**config.mk**
```make
export PLATFORM = sky130hd
export DESIGN_NAME = keypoint_nms_list_unit
export DESIGN_NICKNAME = d
export VERILOG_FILES = /design/src/rtl/core/kpnms_pkg.sv /design/src/rtl/core/kpnms_front.sv /design/src/rtl/core/kpnms_queue.sv /design/src/rtl/core/kpnms_back.sv /design/src/rtl/core/keypoint_nms_list_unit.sv
export SDC_FILE = /design/constraint.sdc
export NUM_CORES = 2
export LEC_CHECK = 0
export BUFFER_PORTS_ARGS = -buffer_cell sky130_fd_sc_hd__buf_4
export CORE_MARGIN = 5
export CORE_UTILIZATION = 65
export DETAILED_ROUTE_END_ITERATION = 10
export GPL_TIMING_DRIVEN = 0
export PLACE_DENSITY = 0.93
export SYNTH_ARGS = -nofsm -noshare
export SYNTH_HDL_FRONTEND = slang
export SYNTH_SLANG_ARGS = --single-unit
```
**constraint.sdc**
```tcl
create_clock -name clk -period 20.1 [get_ports clk]
set_input_delay 4.02 -clock clk [delete_from_list [all_inputs] [get_ports clk]]
set_output_delay 4.02 -clock clk [all_outputs]
set_load 0.05 [all_outputs]
```
**src/rtl/core/kpnms_pkg.sv**
```systemverilog
package kpnms_pkg;

	// Fixed field widths of the request and result channels
	localparam int RESP_W      = 8;
	localparam int IN_COORD_W  = 10;
	localparam int OUT_IDX_W   = 6;
	localparam int DIAM_W      = 5;
	localparam int DIAM_SQ_W   = 2 * DIAM_W;
	localparam int OP_W        = 2;

	// Configuration port
	localparam int APB_ADDR_W  = 3;
	localparam int APB_DATA_W  = 32;
	localparam logic [RESP_W-1:0] MIN_RESPONSE_RST = 8'd100;
	localparam logic [DIAM_W-1:0] KEY_DIAMETER_RST = 5'd6;

	// Queue between front and back, depth is a power of two
	localparam int QUEUE_DEPTH = 2;
	localparam int QPTR_W      = 1;

	typedef enum logic {
		REG_MIN_RESPONSE = 1'b0,
		REG_KEY_DIAMETER = 1'b1
	} reg_idx_t;

	// Request class decided by the front
	typedef enum logic [OP_W-1:0] {
		OP_BELOW = 2'd0,
		OP_CAND  = 2'd1,
		OP_EOF   = 2'd2
	} op_t;

	typedef enum logic [2:0] {
		ST_BELOW      = 3'd0,
		ST_APPENDED   = 3'd1,
		ST_REPLACED   = 3'd2,
		ST_SUPPRESSED = 3'd3,
		ST_DROPPED    = 3'd4,
		ST_LIST       = 3'd5,
		ST_EMPTY      = 3'd6
	} status_t;

	typedef enum logic [2:0] {
		BK_IDLE,
		BK_SCAN,
		BK_LREAD,
		BK_LDATA,
		BK_EMIT
	} bk_state_t;

endpackage

```
**src/rtl/core/kpnms_front.sv**
```systemverilog
module kpnms_front #(
	parameter int COORD_BITS = 10,
	localparam int ITEM_W = kpnms_pkg::OP_W + 2 * COORD_BITS + kpnms_pkg::RESP_W
) (
	input  logic                            clk,
	input  logic                            arst_n,
	input  logic [kpnms_pkg::RESP_W-1:0]     min_response,
	input  logic                            in_valid,
	output logic                            in_ready,
	input  logic                            kind,
	input  logic [kpnms_pkg::IN_COORD_W-1:0] pix_x,
	input  logic [kpnms_pkg::IN_COORD_W-1:0] pix_y,
	input  logic [kpnms_pkg::RESP_W-1:0]     pix_response,
	output logic                            push_valid,
	input  logic                            push_ready,
	output logic [ITEM_W-1:0]               push_data
);

	logic                 vld_s1;
	logic [ITEM_W-1:0]    item_s1;
	logic                 accept;
	kpnms_pkg::op_t       op;
	logic [COORD_BITS-1:0] x_m;
	logic [COORD_BITS-1:0] y_m;

	// Take a new request whenever the stage is empty or drains this cycle
	assign in_ready = !vld_s1 || push_ready;
	assign accept   = in_valid && in_ready;

	// Classify and mask coordinates to the stored width
	always_comb begin
		x_m = COORD_BITS'({{COORD_BITS{1'b0}}, pix_x});
		y_m = COORD_BITS'({{COORD_BITS{1'b0}}, pix_y});
		if (kind) begin
			op = kpnms_pkg::OP_EOF;
		end else if (pix_response > min_response) begin
			op = kpnms_pkg::OP_CAND;
		end else begin
			op = kpnms_pkg::OP_BELOW;
		end
	end

	always_ff @(posedge clk or negedge arst_n) begin
		if (!arst_n) begin
			vld_s1 <= 1'b0;
		end else if (accept) begin
			vld_s1 <= 1'b1;
		end else if (push_ready) begin
			vld_s1 <= 1'b0;
		end
	end

	always_ff @(posedge clk) begin
		if (accept) begin
			item_s1 <= {op, x_m, y_m, pix_response};
		end
	end

	assign push_valid = vld_s1;
	assign push_data  = item_s1;

endmodule

```
**src/rtl/core/kpnms_queue.sv**
```systemverilog
module kpnms_queue #(
	parameter int WIDTH = 30
) (
	input  logic             clk,
	input  logic             arst_n,
	input  logic             push_valid,
	output logic             push_ready,
	input  logic [WIDTH-1:0] push_data,
	output logic             pop_valid,
	input  logic             pop_ready,
	output logic [WIDTH-1:0] pop_data
);

	logic [WIDTH-1:0]             slots_q [kpnms_pkg::QUEUE_DEPTH];
	logic [kpnms_pkg::QPTR_W-1:0] wr_ptr_q;
	logic [kpnms_pkg::QPTR_W-1:0] rd_ptr_q;
	logic [kpnms_pkg::QPTR_W:0]   fill_q;
	logic                         push;
	logic                         pop;

	assign push_ready = fill_q != (kpnms_pkg::QPTR_W + 1)'(kpnms_pkg::QUEUE_DEPTH);
	assign pop_valid  = fill_q != '0;
	assign push       = push_valid && push_ready;
	assign pop        = pop_valid && pop_ready;
	assign pop_data   = slots_q[rd_ptr_q];

	// Advance pointers and fill level
	always_ff @(posedge clk or negedge arst_n) begin
		if (!arst_n) begin
			wr_ptr_q <= '0;
			rd_ptr_q <= '0;
			fill_q   <= '0;
		end else begin
			if (push) begin
				wr_ptr_q <= wr_ptr_q + 1'b1;
			end
			if (pop) begin
				rd_ptr_q <= rd_ptr_q + 1'b1;
			end
			case ({push, pop})
				2'b10:   fill_q <= fill_q + 1'b1;
				2'b01:   fill_q <= fill_q - 1'b1;
				default: fill_q <= fill_q;
			endcase
		end
	end

	always_ff @(posedge clk) begin
		if (push) begin
			slots_q[wr_ptr_q] <= push_data;
		end
	end

endmodule

```
**src/rtl/core/kpnms_back.sv**
```systemverilog
module kpnms_back #(
	parameter int MAX_KEYS   = 64,
	parameter int COORD_BITS = 10,
	localparam int ITEM_W = kpnms_pkg::OP_W + 2 * COORD_BITS + kpnms_pkg::RESP_W
) (
	input  logic                            clk,
	input  logic                            arst_n,
	input  logic [kpnms_pkg::DIAM_W-1:0]     key_diameter,
	input  logic                            q_valid,
	output logic                            q_ready,
	input  logic [ITEM_W-1:0]               q_item,
	output logic                            out_valid,
	input  logic                            out_ready,
	output logic [2:0]                      status,
	output logic [kpnms_pkg::OUT_IDX_W-1:0]  key_index,
	output logic [kpnms_pkg::IN_COORD_W-1:0] key_x,
	output logic [kpnms_pkg::IN_COORD_W-1:0] key_y,
	output logic [kpnms_pkg::RESP_W-1:0]     key_response,
	output logic                            overflowed,
	output logic                            last
);

	localparam int CW      = COORD_BITS;
	localparam int RW      = kpnms_pkg::RESP_W;
	localparam int IDX_W   = (MAX_KEYS > 1) ? $clog2(MAX_KEYS) : 1;
	localparam int CNT_W   = $clog2(MAX_KEYS + 1);
	localparam int ENTRY_W = 2 * CW + RW;
	localparam int SQ_W    = 2 * CW;
	localparam int SUM_W   = 2 * CW + 1;
	localparam int CMP_W   = (SUM_W > kpnms_pkg::DIAM_SQ_W) ? SUM_W : kpnms_pkg::DIAM_SQ_W;
	localparam int OIW     = kpnms_pkg::OUT_IDX_W;
	localparam int OCW     = kpnms_pkg::IN_COORD_W;

	// Keypoint list memory: {x, y, response}
	logic [ENTRY_W-1:0] list_mem [MAX_KEYS];

	kpnms_pkg::bk_state_t state_q, state_d;

	// Request fields at the head of the queue
	kpnms_pkg::op_t q_op;
	logic [CW-1:0]  q_x;
	logic [CW-1:0]  q_y;
	logic [RW-1:0]  q_r;

	// Current request
	logic [CW-1:0]  cur_x_q;
	logic [CW-1:0]  cur_y_q;
	logic [RW-1:0]  cur_r_q;

	logic [CNT_W-1:0] count_q;
	logic             flag_q;
	logic [CNT_W-1:0] issue_q;
	logic [kpnms_pkg::DIAM_SQ_W-1:0] d2_q;

	// Scan pipeline
	logic               rd_vld_s1;
	logic [IDX_W-1:0]   rd_idx_s1;
	logic [ENTRY_W-1:0] rdata_s1;
	logic               vld_s2;
	logic [IDX_W-1:0]   idx_s2;
	logic [SQ_W-1:0]    dx2_s2;
	logic [SQ_W-1:0]    dy2_s2;
	logic [RW-1:0]      resp_s2;

	logic               overlap_q;
	logic [IDX_W-1:0]   first_q;
	kpnms_pkg::status_t res_status_q;
	logic [IDX_W-1:0]   res_idx_q;

	// Output register
	logic               out_valid_q;
	kpnms_pkg::status_t out_status_q;
	logic [OIW-1:0]     out_idx_q;
	logic [OCW-1:0]     out_x_q;
	logic [OCW-1:0]     out_y_q;
	logic [RW-1:0]      out_r_q;
	logic               out_ovf_q;
	logic               out_last_q;

	// Control
	logic               out_free;
	logic               pop;
	logic               issue;
	logic               hit;
	logic               rep;
	logic               scan_done;
	logic               list_last;
	logic               load_list;
	logic               load_res;
	logic               mem_we;
	logic [IDX_W-1:0]   mem_waddr;
	logic [CW-1:0]      e_x;
	logic [CW-1:0]      e_y;
	logic [RW-1:0]      e_r;
	logic [CW-1:0]      dx;
	logic [CW-1:0]      dy;
	logic [SUM_W-1:0]   dist2;
	logic               full;

	assign q_op = kpnms_pkg::op_t'(q_item[ITEM_W-1 -: kpnms_pkg::OP_W]);
	assign q_x  = q_item[2*CW+RW-1 -: CW];
	assign q_y  = q_item[CW+RW-1 -: CW];
	assign q_r  = q_item[RW-1:0];

	assign e_x = rdata_s1[ENTRY_W-1 -: CW];
	assign e_y = rdata_s1[CW+RW-1 -: CW];
	assign e_r = rdata_s1[RW-1:0];

	assign full      = count_q == CNT_W'(MAX_KEYS);
	assign out_free  = !out_valid_q || out_ready;
	assign dist2     = SUM_W'(dx2_s2) + SUM_W'(dy2_s2);
	assign hit       = vld_s2 && (CMP_W'(dist2) < CMP_W'(d2_q));
	assign list_last = (issue_q + CNT_W'(1)) == count_q;

	// Next state
	always_comb begin
		state_d = state_q;
		unique case (state_q)
			kpnms_pkg::BK_IDLE: begin
				if (q_valid) begin
					unique case (q_op)
						kpnms_pkg::OP_CAND: state_d = kpnms_pkg::BK_SCAN;
						kpnms_pkg::OP_EOF: begin
							state_d = (count_q == '0) ? kpnms_pkg::BK_EMIT : kpnms_pkg::BK_LREAD;
						end
						default: state_d = kpnms_pkg::BK_EMIT;
					endcase
				end
			end
			kpnms_pkg::BK_SCAN: begin
				if (rep || scan_done) begin
					state_d = kpnms_pkg::BK_EMIT;
				end
			end
			kpnms_pkg::BK_LREAD: state_d = kpnms_pkg::BK_LDATA;
			kpnms_pkg::BK_LDATA: begin
				if (out_free) begin
					state_d = list_last ? kpnms_pkg::BK_IDLE : kpnms_pkg::BK_LREAD;
				end
			end
			kpnms_pkg::BK_EMIT: begin
				if (out_free) begin
					state_d = kpnms_pkg::BK_IDLE;
				end
			end
			default: state_d = kpnms_pkg::BK_IDLE;
		endcase
	end

	// Control outputs of the sequencer
	always_comb begin
		q_ready   = state_q == kpnms_pkg::BK_IDLE;
		pop       = q_ready && q_valid;
		rep       = (state_q == kpnms_pkg::BK_SCAN) && hit && (cur_r_q > resp_s2);
		issue     = (state_q == kpnms_pkg::BK_SCAN) && !rep && (issue_q != count_q);
		scan_done = (state_q == kpnms_pkg::BK_SCAN) && (issue_q == count_q)
			&& !rd_vld_s1 && !vld_s2;
		load_list = (state_q == kpnms_pkg::BK_LDATA) && out_free;
		load_res  = (state_q == kpnms_pkg::BK_EMIT) && out_free;
		mem_we    = rep || (scan_done && !overlap_q && !full);
		mem_waddr = rep ? idx_s2 : count_q[IDX_W-1:0];
	end

	// Distance terms against the entry just read
	always_comb begin
		dx = (cur_x_q > e_x) ? cur_x_q - e_x : e_x - cur_x_q;
		dy = (cur_y_q > e_y) ? cur_y_q - e_y : e_y - cur_y_q;
	end

	// Sequencer, list bookkeeping and pipeline valids
	always_ff @(posedge clk or negedge arst_n) begin
		if (!arst_n) begin
			state_q     <= kpnms_pkg::BK_IDLE;
			count_q     <= '0;
			flag_q      <= 1'b0;
			issue_q     <= '0;
			rd_vld_s1   <= 1'b0;
			vld_s2      <= 1'b0;
			overlap_q   <= 1'b0;
			out_valid_q <= 1'b0;
		end else begin
			state_q   <= state_d;
			rd_vld_s1 <= issue;
			vld_s2    <= rd_vld_s1 && (state_q == kpnms_pkg::BK_SCAN) && !rep;

			if (pop) begin
				issue_q   <= '0;
				overlap_q <= 1'b0;
			end else if (issue) begin
				issue_q <= issue_q + CNT_W'(1);
			end else if (load_list && !list_last) begin
				issue_q <= issue_q + CNT_W'(1);
			end

			if (hit && (state_q == kpnms_pkg::BK_SCAN)) begin
				overlap_q <= 1'b1;
			end

			// Append or drop once the scan found no overlap
			if (scan_done && !overlap_q) begin
				if (full) begin
					flag_q <= 1'b1;
				end else begin
					count_q <= count_q + CNT_W'(1);
				end
			end

			// Clear the list after the end-of-frame dump
			if ((load_list && list_last)
				|| (load_res && (res_status_q == kpnms_pkg::ST_EMPTY))) begin
				count_q <= '0;
				flag_q  <= 1'b0;
			end

			if (load_list || load_res) begin
				out_valid_q <= 1'b1;
			end else if (out_ready) begin
				out_valid_q <= 1'b0;
			end
		end
	end

	// List memory, registered read port
	always_ff @(posedge clk) begin
		if (mem_we) begin
			list_mem[mem_waddr] <= {cur_x_q, cur_y_q, cur_r_q};
		end
		rdata_s1 <= list_mem[issue_q[IDX_W-1:0]];
	end

	// Payload registers
	always_ff @(posedge clk) begin
		d2_q      <= kpnms_pkg::DIAM_SQ_W'(key_diameter) * kpnms_pkg::DIAM_SQ_W'(key_diameter);
		rd_idx_s1 <= issue_q[IDX_W-1:0];
		idx_s2    <= rd_idx_s1;
		dx2_s2    <= SQ_W'(dx) * SQ_W'(dx);
		dy2_s2    <= SQ_W'(dy) * SQ_W'(dy);
		resp_s2   <= e_r;

		if (pop) begin
			cur_x_q <= q_x;
			cur_y_q <= q_y;
			cur_r_q <= q_r;
			if (q_op == kpnms_pkg::OP_EOF) begin
				res_status_q <= kpnms_pkg::ST_EMPTY;
			end else begin
				res_status_q <= kpnms_pkg::ST_BELOW;
			end
			res_idx_q <= '0;
		end

		// Remember the first overlapping entry
		if (hit && !overlap_q && (state_q == kpnms_pkg::BK_SCAN)) begin
			first_q <= idx_s2;
		end

		if (rep) begin
			res_status_q <= kpnms_pkg::ST_REPLACED;
			res_idx_q    <= idx_s2;
		end else if (scan_done) begin
			if (overlap_q) begin
				res_status_q <= kpnms_pkg::ST_SUPPRESSED;
				res_idx_q    <= first_q;
			end else if (full) begin
				res_status_q <= kpnms_pkg::ST_DROPPED;
				res_idx_q    <= '0;
			end else begin
				res_status_q <= kpnms_pkg::ST_APPENDED;
				res_idx_q    <= count_q[IDX_W-1:0];
			end
		end

		if (load_list) begin
			out_status_q <= kpnms_pkg::ST_LIST;
			out_idx_q    <= OIW'({{OIW{1'b0}}, issue_q});
			out_x_q      <= OCW'({{OCW{1'b0}}, e_x});
			out_y_q      <= OCW'({{OCW{1'b0}}, e_y});
			out_r_q      <= e_r;
			out_ovf_q    <= flag_q;
			out_last_q   <= list_last;
		end else if (load_res) begin
			out_status_q <= res_status_q;
			out_idx_q    <= OIW'({{OIW{1'b0}}, res_idx_q});
			out_ovf_q    <= flag_q;
			out_last_q   <= 1'b1;
			if (res_status_q == kpnms_pkg::ST_EMPTY) begin
				out_x_q <= '0;
				out_y_q <= '0;
				out_r_q <= '0;
			end else begin
				out_x_q <= OCW'({{OCW{1'b0}}, cur_x_q});
				out_y_q <= OCW'({{OCW{1'b0}}, cur_y_q});
				out_r_q <= cur_r_q;
			end
		end
	end

	assign out_valid    = out_valid_q;
	assign status       = out_status_q;
	assign key_index    = out_idx_q;
	assign key_x        = out_x_q;
	assign key_y        = out_y_q;
	assign key_response = out_r_q;
	assign overflowed   = out_ovf_q;
	assign last         = out_last_q;

endmodule

```
**src/rtl/core/keypoint_nms_list_unit.sv**
```systemverilog
// Keypoint non-maximum suppression over a stored keypoint list.
// Request channel (in_valid/in_ready): kind, pix_x, pix_y, pix_response in raster
// order; kind high marks end of frame. Result channel (out_valid/out_ready):
// status, key_index, key_x, key_y, key_response, overflowed, last. A pixel
// request gives one result; an end-of-frame request dumps the list, one
// result per entry with last on the final one, then clears the list.
// Registers min_response and key_diameter sit on the APB port at 0x0 and 0x4.
// Timing: a request passes a front stage and a two-entry queue, then the back
// engine. A candidate scans the list one entry per cycle through the list
// memory's single read port. An end-of-frame dump reads each entry, then
// loads its result. Requests are handled one at a time by the back engine;
// the queue keeps taking requests while it scans. A stalled receiver holds
// the result register and the engine waits, so the queue fills and in_ready
// drops.
// Reset empties the list, clears the overflow flag, loads min_response = 100
// and key_diameter = 6. List contents are not cleared.
module keypoint_nms_list_unit #(
	parameter int MAX_KEYS   = 64,
	parameter int COORD_BITS = 10
) (
	input  logic                             clk,
	input  logic                             arst_n,
	input  logic                             psel,
	input  logic                             penable,
	input  logic                             pwrite,
	input  logic [kpnms_pkg::APB_ADDR_W-1:0]  paddr,
	input  logic [kpnms_pkg::APB_DATA_W-1:0]  pwdata,
	output logic [kpnms_pkg::APB_DATA_W-1:0]  prdata,
	output logic                             pready,
	input  logic                             in_valid,
	output logic                             in_ready,
	input  logic                             kind,
	input  logic [kpnms_pkg::IN_COORD_W-1:0]  pix_x,
	input  logic [kpnms_pkg::IN_COORD_W-1:0]  pix_y,
	input  logic [kpnms_pkg::RESP_W-1:0]      pix_response,
	output logic                             out_valid,
	input  logic                             out_ready,
	output logic [2:0]                       status,
	output logic [kpnms_pkg::OUT_IDX_W-1:0]   key_index,
	output logic [kpnms_pkg::IN_COORD_W-1:0]  key_x,
	output logic [kpnms_pkg::IN_COORD_W-1:0]  key_y,
	output logic [kpnms_pkg::RESP_W-1:0]      key_response,
	output logic                             overflowed,
	output logic                             last
);

	localparam int ITEM_W = kpnms_pkg::OP_W + 2 * COORD_BITS + kpnms_pkg::RESP_W;
	localparam int DW     = kpnms_pkg::APB_DATA_W;

	logic [kpnms_pkg::RESP_W-1:0] min_response_q;
	logic [kpnms_pkg::DIAM_W-1:0] key_diameter_q;
	logic                         cfg_we;
	kpnms_pkg::reg_idx_t          reg_sel;

	logic              push_valid;
	logic              push_ready;
	logic [ITEM_W-1:0] push_data;
	logic              pop_valid;
	logic              pop_ready;
	logic [ITEM_W-1:0] pop_data;

	assign pready  = 1'b1;
	assign cfg_we  = psel && penable && pwrite;
	assign reg_sel = kpnms_pkg::reg_idx_t'(paddr[2]);

	// Write configuration registers
	always_ff @(posedge clk or negedge arst_n) begin
		if (!arst_n) begin
			min_response_q <= kpnms_pkg::MIN_RESPONSE_RST;
			key_diameter_q <= kpnms_pkg::KEY_DIAMETER_RST;
		end else if (cfg_we) begin
			unique case (reg_sel)
				kpnms_pkg::REG_MIN_RESPONSE: min_response_q <= pwdata[kpnms_pkg::RESP_W-1:0];
				kpnms_pkg::REG_KEY_DIAMETER: key_diameter_q <= pwdata[kpnms_pkg::DIAM_W-1:0];
				default: ;
			endcase
		end
	end

	// Read back configuration registers
	always_comb begin
		unique case (reg_sel)
			kpnms_pkg::REG_MIN_RESPONSE: prdata = DW'(min_response_q);
			kpnms_pkg::REG_KEY_DIAMETER: prdata = DW'(key_diameter_q);
			default:                     prdata = '0;
		endcase
	end

	kpnms_front #(
		.COORD_BITS (COORD_BITS)
	) u_front (
		.clk          (clk),
		.arst_n       (arst_n),
		.min_response (min_response_q),
		.in_valid     (in_valid),
		.in_ready     (in_ready),
		.kind         (kind),
		.pix_x        (pix_x),
		.pix_y        (pix_y),
		.pix_response (pix_response),
		.push_valid   (push_valid),
		.push_ready   (push_ready),
		.push_data    (push_data)
	);

	kpnms_queue #(
		.WIDTH (ITEM_W)
	) u_queue (
		.clk        (clk),
		.arst_n     (arst_n),
		.push_valid (push_valid),
		.push_ready (push_ready),
		.push_data  (push_data),
		.pop_valid  (pop_valid),
		.pop_ready  (pop_ready),
		.pop_data   (pop_data)
	);

	kpnms_back #(
		.MAX_KEYS   (MAX_KEYS),
		.COORD_BITS (COORD_BITS)
	) u_back (
		.clk          (clk),
		.arst_n       (arst_n),
		.key_diameter (key_diameter_q),
		.q_valid      (pop_valid),
		.q_ready      (pop_ready),
		.q_item       (pop_data),
		.out_valid    (out_valid),
		.out_ready    (out_ready),
		.status       (status),
		.key_index    (key_index),
		.key_x        (key_x),
		.key_y        (key_y),
		.key_response (key_response),
		.overflowed   (overflowed),
		.last         (last)
	);

endmodule

```
==> results of run 1 <==
-- Yosys cell counts, drive strengths merged (6+ instances only) --
| cell | count | share of area |
|---|---|---|
| edfxtp | 1958 | 0.67 |
| mux4 | 588 | 0.15 |
| inv | 215 | 0.0092 |
| ha | 190 | 0.027 |
| nor2 | 186 | 0.0080 |
| nand2 | 127 | 0.0054 |
| clkbuf | 126 | 0.0054 |
| fa | 102 | 0.023 |
| dfxtp | 101 | 0.023 |
| buf | 90 | 0.0051 |
| a21oi | 81 | 0.0047 |
| o21ai | 69 | 0.0041 |
| xnor2 | 63 | 0.0064 |
| mux2 | 52 | 0.0067 |
| nand3 | 48 | 0.0027 |
| nor2b | 40 | 0.0029 |
| and2 | 37 | 0.0026 |
| dfrtp | 35 | 0.010 |
| xor2 | 32 | 0.0032 |
| a21o | 31 | 0.0027 |
| nor3 | 28 | 0.0016 |
| mux2i | 25 | 0.0029 |
| nand2b | 25 | 0.0018 |
| nand4 | 17 | 0.0012 |
| or2 | 17 | 0.0012 |
| a31oi | 11 | 0.00078 |
| and3 | 11 | 0.00078 |
| o211ai | 10 | 0.00086 |
| a211oi | 9 | 0.00077 |
| nor4 | 9 | 0.00078 |
| o21a | 9 | 0.00077 |
| o21bai | 9 | 0.00081 |
| nor3b | 8 | 0.00068 |
| o31ai | 7 | 0.00060 |
| or3 | 6 | 0.00043 |
-- routing by layer --
| metal | GRT overflow | GRT usage |
|---|---|---|
| met5 | 1 | 0.252 |
| met4 | 35 | 0.631 |
| met3 | 1 | 0.468 |
| met2 | 44 | 0.777 |
| met1 | 1 | 0.613 |
-- metrics by stage --
step                utilization  area [sq um]  worst slack [ns]  hold slack [ns]
detailed placement        0.701         93800             10.75            0.318
CTS                       0.748        100000             10.11            0.339
global placement          0.678         90700              9.88            0.315
floorplan                     -         87800             10.78            0.310
-- logic make-up after synthesis --
| kind of cell | synth area share |
|---|---|
| AOI/OAI and AO/OA | 0.0223 |
| adders and majority gates | 0.0504 |
| other | 0.0000856 |
| xor gates and xnor gates | 0.00957 |
| and+or+nand+nor | 0.0323 |
| muxes | 0.161 |
| DFF | 0.705 |
| buffers and inverters | 0.0197 |
==> impl_metrics.csv, run 1 <==
group,metric,value,unit
status,outcome,"aborted with a tool error",
status,haltStage,"global routing (5_1_grt)",
status,tool.error,"[ERROR GRT-0232] Routing congestion too high. Check the congestion heatmap in the GUI.",
synthesis,ys_types,92,
synthesis,yosys_most_used_dff,"edfxtp_1",
synthesis,syn_inst,4455,
synthesis,synth-seq-cells,2099,
grt,grt.total_usage,0.620,
floorplan,std_cell_rows,134,
place,gp_congestion,0.933,
clock_tree,hold_buffers,0,
synthesis,synth_area,87700,sq um
clock_tree,cts_root_buf,"clkbuf_16",
synthesis,ys_async_sr_fraction,0.0191,
floorplan,die_w,377,um
floorplan,ios,145,
clock_tree,postCtsSetupBuffers,0,
floorplan,initial_utilization,0.655,
grt,grt_start_max_net_pins,41,
place,io_buffers,93,
floorplan,die_height,377,um
place,dp.cells,6447,
clock_tree,numCtsBuffers,190,
clock_tree,cts.sinks,2099,
synthesis,synth_edf_count,1958,
synthesis,yosysSeqAreaShare,0.705,
place,dp_hpwl,191000,um
synthesis,yosys_warnings,0,
clock_tree,ctsResizeCount,0,
synthesis,avgSynthCellArea,19.7,sq um
grt,antenna_found_initial,87,
grt,grt_overflow,82,
clock_tree,htree_levels,4,
clock_tree,cts_buffer_depth,3,
==> run 2, diff against run 1 <==
--- a/config.mk
+++ b/config.mk
@@ -7,10 +7,10 @@
 export LEC_CHECK = 0
 export BUFFER_PORTS_ARGS = -buffer_cell sky130_fd_sc_hd__buf_4
 export CORE_MARGIN = 5
-export CORE_UTILIZATION = 65
+export CORE_UTILIZATION = 40
 export DETAILED_ROUTE_END_ITERATION = 10
 export GPL_TIMING_DRIVEN = 0
-export PLACE_DENSITY = 0.93
+export PLACE_DENSITY_LB_ADDON = 0.15
 export SYNTH_ARGS = -nofsm -noshare
 export SYNTH_HDL_FRONTEND = slang
 export SYNTH_SLANG_ARGS = --single-unit
==> run 2 against run 1 <==
The flow now finishes without violations. Synthesized cell count is the same. Area after synthesis is the same.
==> impl_metrics.csv, run 2 <==
group,metric,value,unit
clock_tree,cts_tree,"yes",
clock_tree,cts_buffer_depth,3,
synthesis,syn_inst,4455,
setup_path,required,20.87,ns
place,dp_hpwl,169000,um
route,drt_wl_total,240000,um
floorplan,die_area,229000,sq um
grt,grt.total_usage,0.208,
synthesis,synth_top_cell_area_share,0.670,
finish,final_common_cell,"edfxtp_1",
floorplan,std_cell_rows,171,
setup_path,path_class,"flop to flop",
synthesis,yosys_warnings,0,
timing,clock_skew,0.0333,ns
synthesis,ys_types,92,
clock_tree,htree_levels,4,
finish,largest_reg_flops,1792,
floorplan,initial_utilization,0.403,
grt,antenna_found_initial,28,
route,dr.pass1.iters,5,
synthesis,synth_area,87700,sq um
timing,setup_viol,0,
finish,area.growth.synth_to_final,17.3,%
setup_path,path_delay_family,"adder cells",
hold_path,hp-class,"flop to flop",
timing,timing.fmax,0.110,GHz
route,wl_per_cell,30.0,um
finish,largest_register,"u_back.list_mem",
synthesis,yosysMostFrequentCell,"edfxtp_1",
timing,worst_pin_slew,1.46,ns
synthesis,yosysSeqAreaShare,0.705,
setup_path,cpMostUsedCell,"fa_1",
place,gp_congestion,0.867,
route,via_per_inst,5.57,
synthesis,yosys_most_used_dff,"edfxtp_1",
setup_path,critPathLaunchType,"flop",
route,ant_nets,0,
setup_path,slowest_stage,"edfxtp_1",
synthesis,synth_area_leaders,"edfxtp_1, mux4_2, ha_1",
timing,slew_viol_final,0,
synthesis,synth_edf_count,1958,
clock_tree,ctsResizeCount,0,
grt,grt_pass1_vias,45000,
setup_path,path_buf_inv,5,
clock_tree,postCtsSetupBuffers,0,
finish,fill_cells,18100,
floorplan,ios,145,
synthesis,ys_async_sr_fraction,0.0191,
place,io_buffers,93,
grt,grt_pass1_wl,339000,um
timing,hold_viol,0,
clock_tree,clkLatencyLatePin,0.85,ns
grt,grt_overflow,0,
finish,most-common-layout-cells,"edfxtp_1, mux4_2, clkbuf_16",
route,vias,44500,
flow_run,max-cap-violations,0,
setup_path,max_stage_delay,0.75,ns
status,outcome,"finished, final reports clean",
floorplan,core-area,218000,sq um
clock_tree,hold_buffers,0,
synthesis,avgSynthCellArea,19.7,sq um
grt,grt_start_max_net_pins,41,
clock_tree,cts.sinks,2099,
synthesis,synth-seq-cells,2099,
timing,setup_tns,0,ns
setup_path,worstPathMaxFanout,23,
clock_tree,numCtsBuffers,216,
route,drc,0,
timing,maxSlewHeadroom,0.0257,
finish,drive_above_1_share,0.261,
route,first_iter_violations,4639,
clock_tree,cts_root_buf,"clkbuf_16",
setup_path,arrival,9.89,ns
floorplan,die_w,478,um
timing,rsz0062_at_grt,"false",
synthesis,synthTopCellsByCount,"edfxtp_1, mux4_2, inv_1, ha_1, nor2_1",
floorplan,die_height,478,um
timing,finalCritPeriodShare,0.454,
synthesis,yosysTopAreaCell,"edfxtp_1",
clock_tree,path_clk_slew,0.06,ns
setup_path,endpoint_kind,"flop",
timing,period_needed,9.12,ns
finish,final_nets,5299,
[run 2: cell counts after synthesis]
Identical to the previous run, type by type.
[run 2: area by class of cell]
type	instances	area (sq um)	share of cell area
sequential	2099	61800	0.601
multi-input combinational	1948	24600	0.239
clock buffer	294	5890	0.0573
timing repair buffer	240	4280	0.0416
tap	2854	3570	0.0347
buffer	216	935	0.00908
clock inverter	99	922	0.00896
inverter	215	807	0.00784
antenna	11	27.5	0.000267
[run 2: logic make-up (layout without fill, tap and decap cells)]
| logic type | count (synthesis) | after routing | share of synthesized area |
|---|---|---|---|
| other cells | 2 | 36 | 0.0000856 |
| simple gates | 580 | 580 | 0.0323 |
| xor+xnor | 95 | 95 | 0.00957 |
| flops | 2099 | 2099 | 0.705 |
| compound gates | 291 | 291 | 0.0223 |
| mux | 665 | 665 | 0.161 |
| buf+inv | 431 | 1064 | 0.0197 |
| fa+ha+maj | 292 | 292 | 0.0504 |
[run 2: worst register-to-register path: cells and delay by family (launching register included)]
| kind | cells | cell delay, ns |
|---|---|---|
| xor+xnor | 2 | 0.75 |
| buf+inv | 5 | 1.10 |
| mux | 1 | 0.33 |
| flops | 1 | 0.75 |
| compound gates | 6 | 1.80 |
| fa+ha+maj | 7 | 3.14 |
| simple gates | 7 | 1.16 |
[run 2: routing by layer]
layer | up-vias | GRT usage | share of wire
li1 | 18800 | - | -
met1 | 23900 | 0.294 | 0.43
met2 | 1505 | 0.335 | 0.48
met3 | 280 | 0.0394 | 0.068
met4 | 4 | 0.0538 | 0.024
met5 | - | 0 | 0.00011
[run 2: final timing paths]
kind | from | to | slack [ns] | cells past startpoint
setup / recovery | u_back.cur_x_q[4] | u_back.dx2_s2[19] | 10.98 | 28
hold / removal | u_back.rd_idx_s1[4] | u_back.idx_s2[4] | 0.33 | 0
setup reg to reg | u_back.cur_x_q[4] | u_back.dx2_s2[19] | 10.98 | 28
hold reg to reg | u_back.rd_idx_s1[4] | u_back.idx_s2[4] | 0.33 | 0
max in group asynchronous | arst_n | u_back.count_q[3] | 16.49 | 1
min in group asynchronous | arst_n | min_response_q[1] | 3.18 | 1
[run 2: per-stage QoR]
| step | setup slack (ns) | utilization | cells | hold slack, ns | area (sq um) |
|---|---|---|---|---|---|
| after detailed placement | 10.95 | 0.441 | 7571 | 0.312 | 96000 |
| final | 10.98 | 0.473 | 7976 | 0.327 | 103000 |
| after global placement | 8.97 | 0.423 | 7425 | 0.310 | 92000 |
| after CTS | 10.93 | 0.473 | 7964 | 0.327 | 103000 |
| after global routing | 10.41 | 0.473 | 7965 | 0.337 | 103000 |
| after floorplan | 10.78 | - | 4478 | 0.310 | 87800 |
Power of run 2 is left out: the tool's default activity adds up to more than one toggle a clock period on the data nets, which glitch-free logic cannot reach.
